==> src/hw/rtl/tts_pkg.sv <==
`timescale 1ns / 1ps
package tts_pkg;
	localparam int CFG_W     = 4;
	localparam int REG_IDX_W = 2;
	localparam int ADDR_IN_W = 17;
	localparam int TEXEL_W   = 32;
	localparam int COORD_W   = 23;
	localparam int DERIV_W   = 20;
	localparam int CHAN_W    = 16;
	localparam int COMP_W    = 8;
	localparam int FRAC_W    = 16;
	localparam int WGT_W     = 17;
	localparam int CORNERS   = 4;
	localparam int LEVELS    = 2;
	localparam int CHANNELS  = 4;

	localparam logic [CFG_W-1:0] WIDTH_LOG2_RST  = 4'd8;
	localparam logic [CFG_W-1:0] HEIGHT_LOG2_RST = 4'd8;
	localparam logic [CFG_W-1:0] LEVEL_COUNT_RST = 4'd9;

	typedef enum logic {
		CMD_WRITE  = 1'b0,
		CMD_SAMPLE = 1'b1
	} cmd_t;

	typedef enum logic [REG_IDX_W-1:0] {
		REG_WIDTH_LOG2  = 2'd0,
		REG_HEIGHT_LOG2 = 2'd1,
		REG_LEVEL_COUNT = 2'd2
	} reg_idx_t;

	// clamped configuration; top is the highest usable level
	typedef struct packed {
		logic [CFG_W-1:0] wl;
		logic [CFG_W-1:0] hl;
		logic [CFG_W-1:0] top;
	} cfg_t;

	typedef struct packed {
		logic                      sample;
		logic [ADDR_IN_W-1:0]      waddr;
		logic [TEXEL_W-1:0]        wdata;
		logic signed [COORD_W-1:0] u;
		logic signed [COORD_W-1:0] v;
	} smp_t;
endpackage

==> src/hw/rtl/tts_addr.sv <==
`timescale 1ns / 1ps
module tts_addr #(
	parameter int MAX_SIZE_LOG2 = 8,
	parameter int MW            = 28,
	parameter int IPW           = 4,
	parameter int AW            = 17
) (
	input  logic                        clk,
	input  logic                        arst_n,
	input  logic                        en,
	input  logic                        vld_s2,
	input  tts_pkg::smp_t               item_s2,
	input  logic [MW-1:0]               m_s2,
	input  logic [IPW-1:0]              ipart_s2,
	input  tts_pkg::cfg_t               cfg,
	output logic                        vld_s3,
	output tts_pkg::smp_t               item_s3,
	output logic [tts_pkg::COMP_W-1:0]  frac_s3,
	output logic [tts_pkg::COMP_W-1:0]  wu_s3 [tts_pkg::LEVELS],
	output logic [tts_pkg::COMP_W-1:0]  wv_s3 [tts_pkg::LEVELS],
	output logic [AW-1:0]               addr_s3 [tts_pkg::LEVELS][tts_pkg::CORNERS]
);
	import tts_pkg::*;

	localparam int SXW = COORD_W + MAX_SIZE_LOG2;
	localparam int RW  = 2 * MAX_SIZE_LOG2;
	localparam logic [MAX_SIZE_LOG2-1:0] ONES = '1;

	logic [CFG_W-1:0]         lvl [LEVELS];
	logic [CFG_W-1:0]         lvl_s3 [LEVELS];
	logic [CFG_W-1:0]         lw [LEVELS];
	logic [CFG_W-1:0]         lh [LEVELS];
	logic [SXW-1:0]           xs [LEVELS];
	logic [SXW-1:0]           ys [LEVELS];
	logic [MAX_SIZE_LOG2-1:0] wmsk [LEVELS];
	logic [MAX_SIZE_LOG2-1:0] hmsk [LEVELS];
	logic [MAX_SIZE_LOG2-1:0] x0 [LEVELS];
	logic [MAX_SIZE_LOG2-1:0] x1 [LEVELS];
	logic [MAX_SIZE_LOG2-1:0] y0 [LEVELS];
	logic [MAX_SIZE_LOG2-1:0] y1 [LEVELS];
	logic [COMP_W-1:0]        wu [LEVELS];
	logic [COMP_W-1:0]        wv [LEVELS];
	logic [AW-1:0]            base [LEVELS];
	logic [AW-1:0]            addr [LEVELS][CORNERS];
	logic [IPW:0]             ip1;
	logic [COMP_W-1:0]        frac;

	always_comb begin
		int s;
		int d;
		ip1 = {1'b0, ipart_s2} + 1'b1;
		lvl[0] = (ipart_s2 > cfg.top) ? cfg.top : CFG_W'(ipart_s2);
		lvl[1] = (ip1 > cfg.top) ? cfg.top : CFG_W'(ip1);
		frac = COMP_W'(m_s2 >> (ipart_s2 + COMP_W));
		s = int'(cfg.wl) + int'(cfg.hl);
		for (int l = 0; l < LEVELS; l++) begin
			lw[l] = cfg.wl - lvl[l];
			lh[l] = cfg.hl - lvl[l];
			xs[l] = {{MAX_SIZE_LOG2{item_s2.u[COORD_W-1]}}, item_s2.u} << lw[l];
			ys[l] = {{MAX_SIZE_LOG2{item_s2.v[COORD_W-1]}}, item_s2.v} << lh[l];
			wmsk[l] = ~(ONES << lw[l]);
			hmsk[l] = ~(ONES << lh[l]);
			x0[l] = xs[l][FRAC_W +: MAX_SIZE_LOG2] & wmsk[l];
			y0[l] = ys[l][FRAC_W +: MAX_SIZE_LOG2] & hmsk[l];
			x1[l] = (x0[l] + 1'b1) & wmsk[l];
			y1[l] = (y0[l] + 1'b1) & hmsk[l];
			wu[l] = xs[l][FRAC_W-1 -: COMP_W];
			wv[l] = ys[l][FRAC_W-1 -: COMP_W];
			// levels before this one are 2^s, 2^(s-2), ...: one bit each
			base[l] = '0;
			for (int j = 0; j < AW; j++) begin
				d = s - j;
				if (d >= 0 && (d & 1) == 0 && d < 2 * int'(lvl[l])) begin
					base[l][j] = 1'b1;
				end
			end
			addr[l][0] = base[l] + AW'((RW'(y0[l]) << lw[l]) | RW'(x0[l]));
			addr[l][1] = base[l] + AW'((RW'(y0[l]) << lw[l]) | RW'(x1[l]));
			addr[l][2] = base[l] + AW'((RW'(y1[l]) << lw[l]) | RW'(x0[l]));
			addr[l][3] = base[l] + AW'((RW'(y1[l]) << lw[l]) | RW'(x1[l]));
		end
	end

	always_ff @(posedge clk or negedge arst_n) begin
		if (!arst_n) begin
			vld_s3 <= 1'b0;
		end else if (en) begin
			vld_s3 <= vld_s2;
		end
	end

	always_ff @(posedge clk) begin
		if (en) begin
			item_s3 <= item_s2;
			frac_s3 <= frac;
			wu_s3   <= wu;
			wv_s3   <= wv;
			addr_s3 <= addr;
			lvl_s3  <= lvl;
		end
	end

`ifndef SYNTHESIS
	a_lvl_order: assert property (@(posedge clk) disable iff (!arst_n)
		vld_s3 |-> lvl_s3[0] <= lvl_s3[1] && lvl_s3[1] <= cfg.top)
		else $error("mip levels out of order or past the top level");
	a_lvl_step: assert property (@(posedge clk) disable iff (!arst_n)
		vld_s3 |-> ({1'b0, lvl_s3[0]} + 1'b1) >= {1'b0, lvl_s3[1]})
		else $error("mip levels more than one apart");
`endif
endmodule

==> config.mk <==
export PLATFORM = sky130hd
export DESIGN_NAME = tts_addr
export DESIGN_NICKNAME = d
export VERILOG_FILES = /design/src/hw/rtl/tts_pkg.sv /design/src/hw/rtl/tts_addr.sv
export SDC_FILE = /design/constraint.sdc
export NUM_CORES = 1
export LEC_CHECK = 0
export ABC_AREA = 1
export BUFFER_PORTS_ARGS = -buffer_cell sky130_fd_sc_hd__buf_2
export CORE_MARGIN = 2
export CORE_UTILIZATION = 58
export DETAILED_ROUTE_END_ITERATION = 10
export HOLD_SLACK_MARGIN = 0.05
export PLACE_DENSITY = 0.88
export SLEW_MARGIN = 10
export SYNTH_ARGS = -nofsm -noshare
export SYNTH_HDL_FRONTEND = slang
export SYNTH_SLANG_ARGS = --single-unit
==> constraint.sdc <==
create_clock -name clk -period 0.85 [get_ports clk]
set_input_delay 0.1275 -clock clk [delete_from_list [all_inputs] [get_ports clk]]
set_output_delay 0.1275 -clock clk [all_outputs]
set_load 0.02 [all_outputs]
==> results.cfg, run 1 <==
[die]
die_y_um = 201.4
io_pins = 417
rows = 72
fp.dieW_um = 201.4
start_util_pct = 58.59

[logic_synthesis]
syn_inst = 2901
ys_ff_latch = 273
synth_area_leaders = edfxtp_1 (36%), nand2_1 (12%), ha_1 (11%)
synth_top_cell_by_area = edfxtp_1
ys_types = 61
synth_area_mm2 = 0.02259
syn_avg_cell_area_um2 = 7.787
synthArstFlopShare_pct = 0.3663
synth_ff_type = edfxtp_1
synth_edf_count = 272
synth_seq_area_share_pct = 36.27
yosysWarnings = 0
synth_fp_nets = 3257
synth_top_area_share_pct = 36.16

[cts]
cts_max_path_buffers = 3
cts.sinks = 273
htreeDepth = 1
root_buffer = clkbuf_16
cts_made_buffers = 27

[status]
firstError = [ERROR GRT-0116] Global routing finished with congestion. Check the congestion regions in the DRC Viewer.
outcome = aborted with a tool error
failed_stage = 5_1_grt

[global_routing]
grt_first_pass_wirelength_um = 266600
grt_max_degree = 43
grt_pass1_vias = 39280
grt_overflow = 666
track_usage_pct = 86.18

[place]
pre_cts_slack_ns = -5.526
placed_cell_area_mm2 = 0.03132
place.port_buffers = 408
dp.cells = 4468
dpl.hpwl_um = 71240
gp_congestion = 1.132
[per-layer routing]
metal  global-route usage, %  overflow
met1                   83.63        26
met2                   98.89       366
met3                   77.96        43
met4                   86.48       218
met5                   51.19        13
[synthesized netlist by cell type (16+ instances only)]
cell type / n
o21ai_0: 342
xor2_1: 118
a21oi_1: 173
nand3_1: 154
mux2i_1: 24
nand4_1: 16
nand2_1: 750
inv_1: 356
edfxtp_1: 272
buf_2: 16
ha_1: 201
nor2_1: 124
clkbuf_1: 68
xnor2_1: 25
o21ai_1: 20
o211ai_1: 23
[what timing repair did]
action | CTS
buffers inserted | 79
hold endpoints to repair | 105
gates resized for setup | 415
gates cloned | 3
pin swaps | 161
setup endpoints to repair | 449
hold buffers | 103
[logic make-up after synthesis]
family	share of synthesized area, %
AOI/OAI and AO/OA	16.17
xor gates and xnor gates	5.810
adders and majority gates	12.15
buffers and inverters	8.275
DFF	36.27
muxes	1.113
and+or+nand+nor	20.21
[per-stage QoR]
| stage | utilization [%] | setup TNS [ns] |
|---|---|---|
| CTS | 91.93 | -685.43 |
| floorplan | - | -596.46 |
| global placement | 81.23 | -700.28 |
| detailed placement | 81.23 | -750.45 |
==> run 2: changes to the inputs <==
- CORE_UTILIZATION: 58 -> 40
- HOLD_SLACK_MARGIN: 0.05 -> not set
- PLACE_DENSITY: 0.88 -> not set
- PLACE_DENSITY_LB_ADDON: not set -> 0.15
==> run 2 against run 1 <==
Effect of this change:
- the flow now finishes, with violations (negative setup slack)
- synthesized area is the same
- synthesized cell count unchanged
==> results.cfg, run 2 <==
[status]
outcome = finished with violations
violations = negative setup slack

[die]
fp.dieW_um = 241.6
die_y_um = 241.6
rows = 87
start_util_pct = 40.30
dieArea_mm2 = 0.05839
core_area_mm2 = 0.05606
io_pins = 417

[timing]
fmax_ghz = 0.1879
layout_min_cycle_time_ns = 5.321
slew_viol_final = 0
tightest_slew_ns = 0.6965
rsz0062_at_grt = true
finalSetupViolations = 701
final.setup.worst_slack_ns = -4.471
fin_worst_skew_ns = 0
hold_viol_final = 0
relSlewSlack_pct = 53.08
post-route-period-util_pct = 626.0

[logic_synthesis]
synth_seq_area_share_pct = 36.27
synth_ff_type = edfxtp_1
syn_inst = 2901
synth_top_cell_by_area = edfxtp_1
synth_area_leaders = edfxtp_1 (36%), nand2_1 (12%), ha_1 (11%)
yosys-top-cells-count = nand2_1 (750), inv_1 (356), o21ai_0 (342), edfxtp_1 (272), ha_1 (201)
ys_types = 61
synth_fp_nets = 3257
synthArstFlopShare_pct = 0.3663
synth_edf_count = 272
synth_top_area_share_pct = 36.16
yosysMostFrequentCell = nand2_1
syn_avg_cell_area_um2 = 7.787
yosysWarnings = 0
ys_ff_latch = 273
synth_area_mm2 = 0.02259

[final_layout]
regMostFlops = addr_s3
layout.nets = 4788
largest_reg_flops = 136
most-common-layout-cells = buf_4 (1005), nand2_1 (605), buf_2 (402)
fill_cells = 4431
fin_cells = 5211
mostFrequentLayoutCell = buf_4
syn_to_final_growth_pct = 74.14
drive_gt1_share_pct = 49.79
reg.largest.list = addr_s3: 136 flops, item_s3: 96 flops

[critical_path]
worstPathArrival_ns = 5.64
required_ns = 1.17
worstSetupEndpointType = flop
crit_fanout = 8
critPathLaunchType = input pin
cp_top_family = compound AO/OA/AOI/OAI gates
cpMostUsedCell = ha_4
path_buf_inv = 10
cpPeakStageDelay_ns = 0.36
critPathKind = in2reg
cp_slowest_cell = ha_4

[global_routing]
grt_pass1_vias = 25990
track_usage_pct = 30.09
grt_first_pass_wirelength_um = 141100
antenna_found_initial = 2
grt_max_degree = 33
grt_overflow = 0

[place]
dp.cells = 4839
pre_cts_slack_ns = -5.382
dpl.hpwl_um = 70250
gp_congestion = 0.9459
place.port_buffers = 408

[pwr]
power_frac_comb_pct = 78.3
power.density_mw_per_mm2 = 4216
swShare_pct = 44.59
totalPowerFinal_mw = 165.9
peakVddDrop_mv = 3.446
intPower_mw = 91.91
pwr-share-seq_pct = 14.5
p_leak_nw = 19.35
p_sw_mw = 73.95
power_frac_clock_pct = 7.2

[detailed_routing]
wirelength_um = 93190
vias = 26390
routedWlPerCell_um = 17.88
avgViaCountPerCell = 5.064
drtIter0Drc = 1819
drc = 0
drt_pass1_iterations = 6
ant_nets = 0

[min_path]
hp-class = in2reg

[cts]
clk_latency_ns = 0.59
cts.sinks = 273
htreeDepth = 1
cts_made_buffers = 28
clk_pin_slew_ns = 0.06
root_buffer = clkbuf_16
cts_max_path_buffers = 3
cts_tree = yes

[run]
maxCapViolCount = 0
-- run 2: cell counts after synthesis --
No cell type changed its count.
-- run 2: metrics by stage --
stage                     hold WS, ns  utilization, %  setup TNS, ns  cell area (µm²)
after floorplan               -0.1681               -        -596.46            23460
after global placement       -0.09532           58.23        -738.79            32650
after detailed placement     -0.09380           58.23        -749.21            32650
after CTS                     0.01419           66.89        -769.20            37500
after global routing          0.03382           70.16        -841.01            39330
final                         0.04600           70.17        -794.14            39340
-- run 2: area by class of cell --
type                    instances  area (µm²)  share of cell area, %
diodes                          2       5.005                0.01272
clock buffers                  35       726.9                  1.848
clock inverters                16       137.6                 0.3499
inverters                     369        1434                  3.645
multi-input cells            2150       15950                  40.53
flip-flops and latches        273        8193                  20.83
well taps                     756       945.9                  2.405
repair buffers               1608       11940                  30.35
repair inverters                2       13.76                0.03499
-- run 2: worst paths after layout --
path,start,to,slack [ns],cells past startpoint
min,en,addr_s3[103]$_DFFE_PP_,0.05,2
max,ipart_s2[0],addr_s3[15]$_DFFE_PP_,-4.47,41
max reg2reg,vld_s3$_DFFE_PN0P_,vld_s3$_DFFE_PN0P_,0.09,1
min reg2reg,vld_s3$_DFFE_PN0P_,vld_s3$_DFFE_PN0P_,0.53,1
min in group asynchronous,arst_n,vld_s3$_DFFE_PN0P_,0.40,3
max in group asynchronous,arst_n,vld_s3$_DFFE_PN0P_,0.33,3
-- run 2: layer usage --
metal | global-route usage [%] | vias to the layer above | routed length (µm)
met4 | 6.467 | 4 | 2082
met2 | 51.83 | 801 | 44930
met3 | 3.685 | 138 | 5266
li1 | - | 12850 | -
met1 | 40.46 | 12590 | 40890
met5 | 0 | - | 27
-- run 2: power by group through the flow --
stage	Combinational, mW	Clock [mW]	Sequential (mW)
5_1_grt	139	12.6	24.5
6_report	130	11.9	24.1
3_3_place_gp	97.4	0	24.3
4_1_cts	116	12.1	24.2
3_5_place_dp	98.7	0	24.4
2_1_floorplan	46.5	0	30.2
-- run 2: what timing repair did --
action,in CTS,in global routing
hold endpoints to repair,114,0
pin swaps,197,224
cloned,3,3
resized for setup,463,326
setup buffers,165,68
setup endpoints to repair,449,701
hold buffers,100,0
-- run 2: cells by family after synthesis --
logic type / Yosys count / synth area share [%]
and+or+nand+nor: 1103 / 20.21
AOI/OAI and AO/OA: 663 / 16.17
buffers and inverters: 478 / 8.275
DFF: 273 / 36.27
adders and majority gates: 213 / 12.15
xor gates and xnor gates: 146 / 5.810
muxes: 25 / 1.113
(Power assumes the default switching activity.)
