### src/hw/rtl/tts_pkg.sv
`timescale 1ns / 1ps
package tts_pkg;
	localparam int CFG_W     = 4;
	localparam int REG_IDX_W = 2;
	localparam int ADDR_IN_W = 17;
	localparam int TEXEL_W   = 32;
	localparam int COORD_W   = 23;
	localparam int DERIV_W   = 20;
	localparam int CHAN_W    = 16;
	localparam int COMP_W    = 8;
	localparam int FRAC_W    = 16;
	localparam int WGT_W     = 17;
	localparam int CORNERS   = 4;
	localparam int LEVELS    = 2;
	localparam int CHANNELS  = 4;

	localparam logic [CFG_W-1:0] WIDTH_LOG2_RST  = 4'd8;
	localparam logic [CFG_W-1:0] HEIGHT_LOG2_RST = 4'd8;
	localparam logic [CFG_W-1:0] LEVEL_COUNT_RST = 4'd9;

	typedef enum logic {
		CMD_WRITE  = 1'b0,
		CMD_SAMPLE = 1'b1
	} cmd_t;

	typedef enum logic [REG_IDX_W-1:0] {
		REG_WIDTH_LOG2  = 2'd0,
		REG_HEIGHT_LOG2 = 2'd1,
		REG_LEVEL_COUNT = 2'd2
	} reg_idx_t;

	// clamped configuration; top is the highest usable level
	typedef struct packed {
		logic [CFG_W-1:0] wl;
		logic [CFG_W-1:0] hl;
		logic [CFG_W-1:0] top;
	} cfg_t;

	typedef struct packed {
		logic                      sample;
		logic [ADDR_IN_W-1:0]      waddr;
		logic [TEXEL_W-1:0]        wdata;
		logic signed [COORD_W-1:0] u;
		logic signed [COORD_W-1:0] v;
	} smp_t;
endpackage

### src/hw/rtl/tts_lod.sv
`timescale 1ns / 1ps
module tts_lod #(
	parameter int MW            = 28,
	parameter int IPW           = 4
) (
	input  logic                           clk,
	input  logic                           arst_n,
	input  logic                           en,
	input  logic                           in_vld,
	input  tts_pkg::smp_t                  in_item,
	input  logic [tts_pkg::DERIV_W-1:0]    deriv_x,
	input  logic [tts_pkg::DERIV_W-1:0]    deriv_y,
	input  tts_pkg::cfg_t                  cfg,
	output logic                           vld_s2,
	output tts_pkg::smp_t                  item_s2,
	output logic [MW-1:0]                  m_s2,
	output logic [IPW-1:0]                 ipart_s2
);
	import tts_pkg::*;

	logic [MW-1:0]  dx, dy, m, m_s1;
	logic           vld_s1;
	smp_t           item_s1;
	logic [IPW-1:0] ipart;

	assign dx = MW'(deriv_x) << cfg.wl;
	assign dy = MW'(deriv_y) << cfg.hl;

	always_comb begin
		m = MW'(1) << FRAC_W;
		if (dx > m) begin
			m = dx;
		end
		if (dy > m) begin
			m = dy;
		end
	end

	// leading one; m never drops below one unit
	always_comb begin
		ipart = '0;
		for (int i = FRAC_W + 1; i < MW; i++) begin
			if (m_s1[i]) begin
				ipart = IPW'(i - FRAC_W);
			end
		end
	end

	always_ff @(posedge clk or negedge arst_n) begin
		if (!arst_n) begin
			vld_s1 <= 1'b0;
			vld_s2 <= 1'b0;
		end else if (en) begin
			vld_s1 <= in_vld;
			vld_s2 <= vld_s1;
		end
	end

	always_ff @(posedge clk) begin
		if (en) begin
			m_s1     <= m;
			item_s1  <= in_item;
			m_s2     <= m_s1;
			item_s2  <= item_s1;
			ipart_s2 <= ipart;
		end
	end

`ifndef SYNTHESIS
	a_lead_one: assert property (@(posedge clk) disable iff (!arst_n)
		vld_s2 |-> (m_s2 >> (ipart_s2 + FRAC_W)) == MW'(1))
		else $error("lod integer part does not match leading one");
`endif
endmodule

### config.mk
export PLATFORM = sky130hd
export DESIGN_NAME = tts_lod
export DESIGN_NICKNAME = d
export VERILOG_FILES = /design/src/hw/rtl/tts_pkg.sv /design/src/hw/rtl/tts_lod.sv
export SDC_FILE = /design/constraint.sdc
export NUM_CORES = 1
export LEC_CHECK = 0
export BUFFER_PORTS_ARGS = -buffer_cell sky130_fd_sc_hd__buf_2
export CORE_MARGIN = 4
export CORE_UTILIZATION = 55
export DETAILED_ROUTE_END_ITERATION = 7
export PLACE_DENSITY = 0.86
export SYNTH_ARGS = -nofsm -noshare
export SYNTH_HDL_FRONTEND = slang
export SYNTH_SLANG_ARGS = --single-unit
export TNS_END_PERCENT = 5
### constraint.sdc
create_clock -name clk -period 2 [get_ports clk]
set_clock_uncertainty 0.1 [all_clocks]
set_input_delay 0.3 -clock clk [delete_from_list [all_inputs] [get_ports clk]]
set_output_delay 0.3 -clock clk [all_outputs]
set_load 0.03 [all_outputs]
Yosys cells after proc, flatten, opt, wreduce, memory -nomap -nowiden:

Index checks and enable logic that the tools add are counted.

* logic and storage cells: 35
* register bits: 254

* shift operators: 2
* multiplexer cells: 12
* reductions and logical operators: 2
* $lt $le $gt $ge: 2

Operators by type and width (number)
* $mux 28: 2
* $shl 20x4->28: 2
* $gt 28x17->1 const B: 1
* $gt 28x28->1: 1
* $mux 4: 6
* $mux 2: 2
* $reduce_or 4->1: 1
* $mux 1: 2
* $reduce_or 2->1: 1

Depth between registers and ports, before layout:

Gate-level depths: netlist of the first run.

* depth in word-level cells: 10
* mapped depth: 22
* gate-level depth less buffers: 15

Worst setup path after synthesis of the first run:

No wires, ideal clock.

* path kind: input -> register
* start point: input cfg[10] (netlist name)
* end point: register m_s1[16] (data pin)
* cell stages on the path: 18
* setup slack: -2.604 ns
* setup time: 0.254 ns
* buffers on the path: 4
* arrival time: 4.250 ns
* path through: clkbuf_1 -> mux4_2 -> nor2b_1 -> o221a_1 -> o221ai_2 -> or2_1 -> buf_6 -> buf_6 -> nand2_1 -> ha_1 -> nand2_1 -> nor4_1 -> nand4_1 -> or3_1 -> o211ai_1 -> clkbuf_1 -> nand3_1 -> o21a_1

* cells in the longest elaborated chain, start to end: 5

Ends and longest elaborated chain
* from (decl): RTL line tts_lod.sv:13 `input tts_pkg::cfg_t cfg,`
* $shl 20x4->28 (*): RTL line tts_lod.sv:26 `assign dx = MW'(deriv_x) << cfg.wl;`
* $gt 28x17->1: RTL line tts_lod.sv:31 `if (dx > m) begin`
* $mux 28 (*): RTL line tts_lod.sv:31
* $gt 28x28->1: RTL line tts_lod.sv:34 `if (dy > m) begin`
* $mux 28 (*): RTL line tts_lod.sv:34
* net m[16]: RTL line tts_lod.sv:21 `logic [MW-1:0] dx, dy, m, m_s1;`
* to (signal assigned): RTL line tts_lod.sv:61 `m_s1 <= m;`
* to (decl): RTL line tts_lod.sv:21

The timed path passes the listed nets; every way through them passes the cells marked *.
A chain may end at the register's enable or synchronous reset.

Worst setup path after layout of the first run:

* start point: input cfg[8] (netlist name)
* end point: register m_s1[27] (data pin)

Same word-level chain as after synthesis.

==> flow_metrics.env, run 1 <==
export IMPL_timing_final_hold_violations=0
export IMPL_placement_rows=51
export IMPL_numPortBuffers=276
export IMPL_yosysWarningCount=0
export IMPL_h_tree_depth=1
export IMPL_cts_made_buffers=24
export IMPL_instances_no_fill=1551
export IMPL_numPlacedInstances=1391
export IMPL_status="complete, but fails checks"
export IMPL_final_setup_worst_slack_ns=-2.24
export IMPL_worstHoldPathType="input pin to register"
export IMPL_worst_pin_slew_ns=0.729
export IMPL_core_area_um2=19600
export IMPL_holdPathStages=1
export IMPL_drt_first_iter_violations=1166
export IMPL_net_count_final=1447
export IMPL_syn_mean_instance_area_um2=15.4
export IMPL_timing_final_crit_share_pct=212
export IMPL_finalWorstPathRequiredPeriod_ns=4.24
export IMPL_tritoncts_num_sinks=254
export IMPL_wl_um=41200
export IMPL_ff2ff_path_depth=3
export IMPL_max_slew_margin_pct=50.9
export IMPL_post_route_cells_drive_above_1_share_pct=45.6
export IMPL_final_setup_viol_count=28
export IMPL_layout_cells_most_common="buf_2"
export IMPL_synthToLayoutAreaGrowth_pct=46.8
export IMPL_worst_r2r_startpoint="m_s1[26]"
export IMPL_report_final_slew_viol_count=0
export IMPL_grt_max_degree=56
export IMPL_dominantRegCellSynth="edfxtp_1"
export IMPL_place_gp_congestion=0.922
export IMPL_wire_per_inst_um=26.5
export IMPL_cts_max_path_buffers=3
export IMPL_worstPathCellList="buf_16, buf_8, nand2b_4, mux4_2, nor2b_4, o221a_1, o221ai_2, buf_6, o21ai_1, buf_4, ha_4, nand2_2, nor4_4, nand4_1, or3_1, o211ai_1, buf_4, buf_6, mux2i_1"
export IMPL_ios=281
export IMPL_synth_seq_cells=254
export IMPL_drv_cap=0
export IMPL_first_pass_grt_wire_length_um=56800
export IMPL_startpoint_of_the_most_critical_hold_path="en"
export IMPL_timing_critical_path_required_ns=2.23
export IMPL_worst_skew_pair_late_latency_ns=0.54
export IMPL_dieArea_um2=22400
export IMPL_grt_overflow=0
export IMPL_hold_slack_ns=0.0941
export IMPL_leakage_nw=6.74
export IMPL_detail_route_antenna_nets=0
export IMPL_worstHoldEndpoint="item_s2[9]"
export IMPL_postSynthCellCount=717
export IMPL_crit_slowest_cell="mux4_2"
export IMPL_first_pass_iters=6
export IMPL_critical_path_max_fanout=7
export IMPL_worst_setup_path_type="input pin to register"
export IMPL_setup_repair_after_global_routing_missed_its_margin="yes"
export IMPL_cp_arrival_ns=4.47
export IMPL_multi_input_area_um2=3430
export IMPL_cts_tree="done"
export IMPL_remaining_drc_errors=0
export IMPL_number_of_global_route_vias_before_repair=9225
export IMPL_utilization_pct=82.6
export IMPL_r2r_end="ipart_s2[1]"
export IMPL_grt_antenna_before_repair=2
export IMPL_failed_checks="setup timing"
export IMPL_proportion_of_synthesized_chip_area_in_sequential_cells_pct=69.2
export IMPL_number_of_filler_cells_placed_in_the_layout=937
export IMPL_timing_critical_path_slowest_cell_delay_ns=0.49
export IMPL_worstSetupStartpointType="input pin"
export IMPL_share_of_flip_flops_with_an_asynchronous_set_or_reset_pct=0.787
export IMPL_die_h_um=150
export IMPL_total_nets_after_synthesis=897
export IMPL_reg2reg_setup_slack_ns=0.08
export IMPL_fin_tns_setup_ns=-58.28
export IMPL_synthesis_area_um2=11000
export IMPL_layout_common_cells="buf_2, edfxtp_1, buf_4"
export IMPL_num_vias=9368
export IMPL_vdd_ir_drop_max_mv=0.613
export IMPL_clockRootBuffer="clkbuf_16"
export IMPL_place_detailed_hpwl_um=22900
export IMPL_vias_per_cell=6.04
export IMPL_number_of_distinct_standard_cells_referenced_by_the_synthesized_netlist=63
export IMPL_timing_fmax_mhz=236
export IMPL_post_synth_edffs=252
export IMPL_die_w_um=150
export IMPL_total_design_power_mw=14.8
export IMPL_global_route_usage_total_pct=34.0
export IMPL_clkTransAtPathRegs_ns=0.07
export IMPL_crit_path_end_kind="register"
export IMPL_pwrdens_nw_per_um2=917
export IMPL_start_util_pct=56.2
export IMPL_final_seq_area_um2=7620
==> flip-flops by register name, summed over array words and instances (netlist names) <==
register and flops:
m_s2 28, item_s2 96, m_s1 28, ipart_s2 4, item_s1 96, vld_s2 1, vld_s1 1
==> metrics by stage <==
stage | worst slack (ns) | instance area (um^2)
finish | -2.24 | 16200
global route | -2.32 | 16200
CTS | -1.87 | 16000
detailed placement | -2.85 | 13900
global placement | -2.76 | 13900
floorplan | -2.48 | 11100
==> worst max-delay path by stage <==
stage | from | end | slack [ns] | depth (start not counted)
after floorplan | cfg[8] | m_s1[13] | -2.48 | 19
after global placement | cfg[8] | m_s1[0] | -2.76 | 19
after detailed placement | cfg[8] | m_s1[0] | -2.85 | 19
after CTS | cfg[8] | m_s1[20] | -1.87 | 17
after global routing | cfg[8] | m_s1[20] | -2.32 | 19
final | cfg[8] | m_s1[27] | -2.24 | 19
==> power by group <==
part / switching (mW) / internal [mW] / total, mW
clock network: 2.13 / 2.46 / 4.60
registers: 0.253 / 6.48 / 6.73
logic: 1.99 / 1.51 / 3.50
==> final cells by class <==
class                   count  share of cell area (%)
well taps                 265                    2.05
clock buffers              27                    3.78
multi-input cells         412                    21.2
repair buffers            560                    24.7
clock inverters            16                   0.820
diodes                      2                  0.0309
inverters                  15                   0.348
flip-flops and latches    254                    47.1
==> metal layers <==
| metal | wire [um] | global-route usage [%] |
|---|---|---|
| met3 | 4640 | 6.48 |
| met1 | 13500 | 40.8 |
| met2 | 20300 | 60.0 |
| met5 | 0 | 0 |
| met4 | 2690 | 15.1 |
==> synth_stat cells, types with 2 or more instances <==
cell | instances | share of area, %
a211oi_1 | 7 | 0.48
a21o_1 | 3 | 0.20
a21oi_1 | 33 | 1.5
a22oi_1 | 2 | 0.14
a31o_1 | 6 | 0.48
a31oi_1 | 3 | 0.17
and2_1 | 2 | 0.11
and3_1 | 3 | 0.17
buf_1 | 4 | 0.14
buf_2 | 3 | 0.14
buf_6 | 5 | 0.51
clkbuf_1 | 24 | 0.82
clkinv_1 | 2 | 0.068
dfrtp_1 | 2 | 0.45
edfxtp_1 | 252 | 69
ha_1 | 28 | 3.2
inv_1 | 13 | 0.44
mux2_1 | 3 | 0.31
mux2_2 | 22 | 2.2
mux2i_1 | 32 | 2.9
mux4_2 | 25 | 5.1
nand2_1 | 64 | 2.2
nand2b_1 | 4 | 0.23
nand3_1 | 10 | 0.45
nand4_1 | 5 | 0.28
nor2_1 | 49 | 1.7
nor2b_1 | 2 | 0.11
nor3_1 | 10 | 0.45
nor3b_1 | 2 | 0.14
nor4_1 | 6 | 0.34
o211ai_1 | 4 | 0.27
o21a_1 | 6 | 0.41
o21ai_0 | 34 | 1.5
o21bai_1 | 4 | 0.27
o22ai_1 | 10 | 0.57
o31ai_1 | 2 | 0.14
or3_1 | 5 | 0.28
==> kinds of logic (layout without fill, tap and decap cells) <==
kind of cell	after synthesis	in the layout	share of synthesized area, %
flip-flops	254	254	69.2
multiplexers	84	84	10.9
AND/OR/NAND/NOR	171	171	7.14
adder cells (fa/ha/maj)	28	28	3.18
AO/OA/AOI/OAI	129	129	7.50
other	0	2	0
buffers and inverters	51	618	2.11
==> critical path, delay by kind of cell <==
| kind | cells | cell delay [ns] |
|---|---|---|
| and+or+nand+nor | 6 | 1.31 |
| buffers and inverters | 6 | 1.02 |
| muxes | 2 | 0.81 |
| AOI/OAI and AO/OA | 4 | 0.74 |
| adders and majority gates | 1 | 0.28 |
==> timing repair <==
action | in CTS | in global routing
pin swaps | 19 | 11
resized for setup | 46 | 32
setup endpoints to repair | 28 | 28
hold buffers | 99 | 0
gates cloned | 4 | 0
buffers inserted | 6 | 7
endpoints found under the hold margin | 99 | 0
No activity file was read; power rests on OpenSTA's default activity.
==> run 2: changes to the inputs <==
--- a/config.mk
+++ b/config.mk
@@ -6,10 +6,12 @@
 export NUM_CORES = 1
 export LEC_CHECK = 0
 export BUFFER_PORTS_ARGS = -buffer_cell sky130_fd_sc_hd__buf_2
+export CORE_ASPECT_RATIO = 0.6
 export CORE_MARGIN = 4
 export CORE_UTILIZATION = 55
 export DETAILED_ROUTE_END_ITERATION = 7
 export PLACE_DENSITY = 0.86
+export REMOVE_ABC_BUFFERS = 1
 export SYNTH_ARGS = -nofsm -noshare
 export SYNTH_HDL_FRONTEND = slang
 export SYNTH_SLANG_ARGS = --single-unit
==> constraint.sdc (replaced) <==
create_clock -name clk -period 4.9 [get_ports clk]
set_clock_uncertainty 0.1 [all_clocks]
set_input_delay 0.735 -clock clk [delete_from_list [all_inputs] [get_ports clk]]
set_output_delay 0.735 -clock clk [all_outputs]
set_load 0.03 [all_outputs]
==> flow_metrics.env, run 2 (synthesized netlist as in run 1, its figures left out) <==
export IMPL_status="finished clean"
export IMPL_place_detailed_hpwl_um=19800
export IMPL_ios=281
export IMPL_worstHoldPathType="input pin to register"
export IMPL_num_vias=7459
export IMPL_tritoncts_num_sinks=254
export IMPL_timing_fmax_mhz=213
export IMPL_numPlacedInstances=1307
export IMPL_cts_made_buffers=23
export IMPL_cts_tree="done"
export IMPL_finalWorstPathRequiredPeriod_ns=4.69
export IMPL_max_slew_margin_pct=29.9
export IMPL_detail_route_antenna_nets=0
export IMPL_post_route_cells_drive_above_1_share_pct=41.8
export IMPL_crit_slowest_cell="mux4_2"
export IMPL_core_area_um2=19300
export IMPL_postPlaceCellArea_um2=13200
export IMPL_report_final_slew_viol_count=0
export IMPL_remaining_drc_errors=0
export IMPL_worstPathCellList="clkbuf_4, buf_12, mux2i_1, mux4_2, nor2b_1, o221a_1, o221ai_2, buf_4, o21ai_0, buf_4, ha_1, nand2_1, nor4_2, nand4_1, or3_1, o211ai_1, buf_4, o211ai_1, o22ai_1"
export IMPL_critical_path_max_fanout=11
export IMPL_numPortBuffers=276
export IMPL_layout_cells_most_common="buf_2"
export IMPL_global_route_usage_total_pct=22.3
export IMPL_vdd_ir_drop_max_mv=0.282
export IMPL_crit_path_end_kind="register"
export IMPL_drv_cap=0
export IMPL_final_setup_viol_count=0
export IMPL_pwrdens_nw_per_um2=391
export IMPL_worst_skew_pair_late_latency_ns=0.51
export IMPL_critPathMostFrequentCell="buf_4"
export IMPL_worst_pin_slew_ns=1.05
export IMPL_instances_no_fill=1352
export IMPL_wl_um=26400
export IMPL_r2r_end="ipart_s2[1]"
export IMPL_worst_setup_path_type="input pin to register"
export IMPL_h_tree_depth=1
export IMPL_start_util_pct=57.0
export IMPL_number_of_global_route_vias_before_repair=7026
export IMPL_leakage_nw=5.73
export IMPL_timing_final_hold_violations=0
export IMPL_timing_critical_path_slowest_cell_delay_ns=0.53
export IMPL_layout_common_cells="buf_2, edfxtp_1, buf_4"
export IMPL_timing_final_crit_share_pct=95.8
export IMPL_worstHoldEndpoint="item_s1[21]"
export IMPL_cts_max_path_buffers=3
export IMPL_first_pass_grt_wire_length_um=39200
export IMPL_grt_max_degree=139
export IMPL_startpoint_of_the_most_critical_hold_path="in_item[21]"
export IMPL_holdPathStages=1
export IMPL_net_count_final=1252
export IMPL_finish_instance_area_um2=14000
export IMPL_wire_per_inst_um=19.5
export IMPL_placement_rows=39
export IMPL_clockRootBuffer="clkbuf_16"
export IMPL_layout_top_registers="item_s1 (96), item_s2 (96)"
export IMPL_grt_overflow=0
export IMPL_grt_antenna_before_repair=1
export IMPL_worstSetupStartpointType="input pin"
export IMPL_dieArea_um2=22400
export IMPL_first_pass_iters=6
export IMPL_die_h_um=118
export IMPL_drt_first_iter_violations=768
export IMPL_cp_arrival_ns=4.92
export IMPL_vias_per_cell=5.52
export IMPL_total_design_power_mw=5.50
export IMPL_synthToLayoutAreaGrowth_pct=27.5
export IMPL_ff2ff_path_depth=3
export IMPL_die_w_um=191
export IMPL_timing_critical_path_required_ns=5.13
export IMPL_worst_r2r_startpoint="m_s1[27]"
export IMPL_reg2reg_setup_slack_ns=3.28
export IMPL_place_gp_congestion=0.930
export IMPL_clkTransAtPathRegs_ns=0.07
[run 2: worst max path at each step]
stage	slack, ns	from	endpoint	cells past startpoint
2_1_floorplan	-1.33	cfg[8]	m_s1[0]	15
3_3_place_gp	-0.36	cfg[8]	m_s1[1]	18
6_report	0.21	cfg[8]	m_s1[2]	19
3_5_place_dp	-0.41	cfg[8]	m_s1[1]	18
4_1_cts	0.12	cfg[8]	m_s1[1]	18
5_1_grt	-0.04	cfg[8]	m_s1[2]	19
[run 2: worst max-delay path, delay by kind of cell]
kind	cells	cell delay, ns
buffers and inverters	5	0.97
adder cells (fa/ha/maj)	1	0.28
AO/OA/AOI/OAI	6	1.20
AND/OR/NAND/NOR	5	1.06
multiplexers	2	0.66
[run 2: cell type report]
type,instances,area [um^2]
antenna,1,2.50
clock buffer,27,591
clock inverter,11,133
fill,1285,5280
inverter,15,56.3
multi-input combinational,412,3190
sequential,254,7620
tap,266,333
timing repair buffer,366,2120
[run 2: power by group]
part	switching (mW)	internal, mW	leakage [nW]
Combinational	0.630	0.422	2.89
Sequential	0.0657	2.64	2.49
Clock	0.757	0.978	0.356
Total	1.45	4.04	5.73
[run 2: repair_timing]
item                                    CTS  global route
endpoints found under the hold margin     2             0
hold buffers                              1             0
resized for setup                         0             5
setup buffers                             0             5
endpoints found under the setup margin    0            25
[run 2: per-stage QoR]
| step | utilization [%] | setup slack (ns) | setup TNS (ns) | hold WS [ns] |
|---|---|---|---|---|
| 3_3_place_gp | 68.5 | -0.364 | -8.07 | 0.300 |
| 4_1_cts | 72.3 | 0.115 | 0 | 0.265 |
| 2_1_floorplan | - | -1.33 | -31.79 | 0.300 |
| 6_report | 72.7 | 0.208 | 0 | 0.295 |
| 3_5_place_dp | 68.5 | -0.407 | -8.63 | 0.305 |
| 5_1_grt | 72.7 | -0.0386 | -0.0903 | 0.262 |
[run 2: per-layer routing]
metal	vias up	wire length [um]	global-route usage, %
li1	3511	-	-
met4	0	386	4.17
met5	-	0	0
met3	30	2680	6.58
met1	3577	11100	32.3
met2	341	12200	34.4
==> run 3: changes to the inputs <==
--- a/config.mk
+++ b/config.mk
@@ -10,7 +10,7 @@
 export CORE_MARGIN = 4
 export CORE_UTILIZATION = 55
 export DETAILED_ROUTE_END_ITERATION = 7
-export PLACE_DENSITY = 0.86
+export PLACE_DENSITY_LB_ADDON = 0.3
 export REMOVE_ABC_BUFFERS = 1
 export SYNTH_ARGS = -nofsm -noshare
 export SYNTH_HDL_FRONTEND = slang
==> flow_metrics.env, run 3 (synthesized netlist as in run 1, its figures left out) <==
export IMPL_drt_first_iter_violations=737
export IMPL_cts_max_path_buffers=3
export IMPL_dieArea_um2=22400
export IMPL_tritoncts_num_sinks=254
export IMPL_global_route_usage_total_pct=22.4
export IMPL_place_gp_congestion=0.977
export IMPL_worst_pin_slew_ns=0.870
export IMPL_worstHoldEndpoint="item_s1[28]"
export IMPL_final_setup_viol_count=0
export IMPL_die_h_um=118
export IMPL_path_delay_family="simple AND/OR/NAND/NOR gates"
export IMPL_layout_top_registers="item_s1 (96), item_s2 (96)"
export IMPL_net_count_final=1251
export IMPL_numPortBuffers=276
export IMPL_r2r_end="ipart_s2[1]"
export IMPL_grt_antenna_before_repair=2
export IMPL_worst_skew_pair_late_latency_ns=0.52
export IMPL_detail_route_antenna_nets=0
export IMPL_setup_repair_after_global_routing_missed_its_margin="no"
export IMPL_crit_path_end_kind="register"
export IMPL_die_w_um=191
export IMPL_leakage_nw=5.73
export IMPL_crit_slowest_cell="nor4_1"
export IMPL_timing_final_hold_violations=0
export IMPL_first_pass_grt_wire_length_um=39500
export IMPL_status="finished clean"
export IMPL_worst_setup_path_type="input pin to register"
export IMPL_utilization_pct=72.8
export IMPL_worst_r2r_startpoint="m_s1[26]"
export IMPL_post_route_cells_drive_above_1_share_pct=42.3
export IMPL_vdd_ir_drop_max_mv=0.515
export IMPL_ios=281
export IMPL_ff2ff_path_depth=3
export IMPL_remaining_drc_errors=0
export IMPL_vias_per_cell=5.52
export IMPL_grt_overflow=0
export IMPL_worstPathCellList="buf_2, buf_4, mux4_2, mux2i_2, inv_1, nor4_4, nand4bb_1, buf_4, and2_1, ha_1, nand3_1, buf_4, nor4_1, a211oi_1, o2111ai_1, o211ai_1, buf_4, or3_1, o22ai_1"
export IMPL_clkTransAtPathRegs_ns=0.07
export IMPL_crit_path_start="cfg[9]"
export IMPL_place_ws_ns=-0.567
export IMPL_critical_path_max_fanout=18
export IMPL_wl_um=25900
export IMPL_h_tree_depth=1
export IMPL_worstPathBufferInverterCount=6
export IMPL_timing_final_crit_share_pct=96.2
export IMPL_max_slew_margin_pct=42.0
export IMPL_number_of_filler_cells_placed_in_the_layout=1341
export IMPL_layout_common_cells="buf_2, edfxtp_1, buf_4"
export IMPL_pwrdens_nw_per_um2=387
export IMPL_synthToLayoutAreaGrowth_pct=27.8
export IMPL_start_util_pct=57.0
export IMPL_report_final_slew_viol_count=0
export IMPL_critPathMostFrequentCell="buf_4"
export IMPL_number_of_global_route_vias_before_repair=7107
export IMPL_cts_made_buffers=22
export IMPL_place_detailed_hpwl_um=19900
export IMPL_wire_per_inst_um=19.2
export IMPL_finalWorstPathRequiredPeriod_ns=4.72
export IMPL_timing_critical_path_slowest_cell_delay_ns=0.40
export IMPL_timing_critical_path_required_ns=5.11
export IMPL_drv_cap=0
export IMPL_final_antenna_diode_count=0
export IMPL_core_area_um2=19300
export IMPL_cts_tree="done"
export IMPL_clockRootBuffer="clkbuf_16"
export IMPL_final_setup_worst_slack_ns=0.184
export IMPL_worstHoldPathType="input pin to register"
export IMPL_fin_tns_setup_ns=0
export IMPL_cp_arrival_ns=4.93
export IMPL_worstSetupStartpointType="input pin"
export IMPL_num_vias=7453
export IMPL_grt_max_degree=123
export IMPL_holdPathStages=1
export IMPL_timing_fmax_mhz=212
export IMPL_first_pass_iters=5
export IMPL_layout_cells_most_common="buf_2"
export IMPL_startpoint_of_the_most_critical_hold_path="in_item[28]"
export IMPL_cts_repair_timing_setup_buffer_count=0
export IMPL_reg2reg_setup_slack_ns=3.41
export IMPL_placement_rows=39
run 3: cell count changes in the layout (fill, tap and decap cells not counted), moves of 2 or more:
cell        change
mux2i_2         +2
mux2i_1         -2
o21ai_1         +2
o21ai_0         -2
clkinv_2        -2
clkbuf_8        +3
clkinvlp_4      +2
run 3: per-stage QoR:
step	area, um^2	total power, mW	std cells	hold slack [ns]
3_5_place_dp	13300	3.75	1312	0.305
3_3_place_gp	13300	3.72	1312	0.300
5_1_grt	14100	5.67	1351	0.274
4_1_cts	14000	5.46	1351	0.274
6_report	14100	5.44	1351	0.289
2_1_floorplan	10800	3.28	681	0.300
run 3: final cells by class:
cell class,instances,area (um^2),share of cell area [%]
flip-flops and latches,254,7620,54.1
well taps,266,333,2.36
clock buffers,28,603,4.28
inverters,15,56.3,0.400
repair buffers,366,2130,15.2
clock inverters,10,118,0.836
multi-input cells,412,3210,22.8
run 3: per-layer routing:
metal / part of all wire [%] / vias to the layer above / routed length [um] / global-route usage [%]
li1: - / 3521 / - / -
met1: 43 / 3486 / 11200 / 33.3
met2: 43 / 398 / 11200 / 32.8
met3: 12 / 44 / 3060 / 7.47
met4: 1.9 / 4 / 491 / 4.66
met5: 0.081 / - / 21 / 0
run 3: repair_timing:
action,in CTS,in global routing
resized for setup,1,14
setup endpoints to repair,9,28
pin swaps,0,1
endpoints found under the hold margin,2,0
hold buffers,1,0
run 3: worst max path at each step:
stage	cells after the start	endpoint
floorplan	15	m_s1[0]
global placement	19	m_s1[0]
detailed placement	19	m_s1[0]
CTS	19	m_s1[0]
global route	19	m_s1[2]
finish	19	m_s1[2]
run 3: worst reg2reg max path: stages, from the launching register on:
cell      delay [ns]
edfxtp_1        0.44
or4_1           0.59
a21oi_1         0.13
or3_1           0.11
run 3: power breakdown:
part,leakage (nW),internal [mW],switching [mW],total (mW)
Clock,0.347,0.980,0.728,1.71
Combinational,2.90,0.405,0.628,1.03
Sequential,2.49,2.64,0.0613,2.70
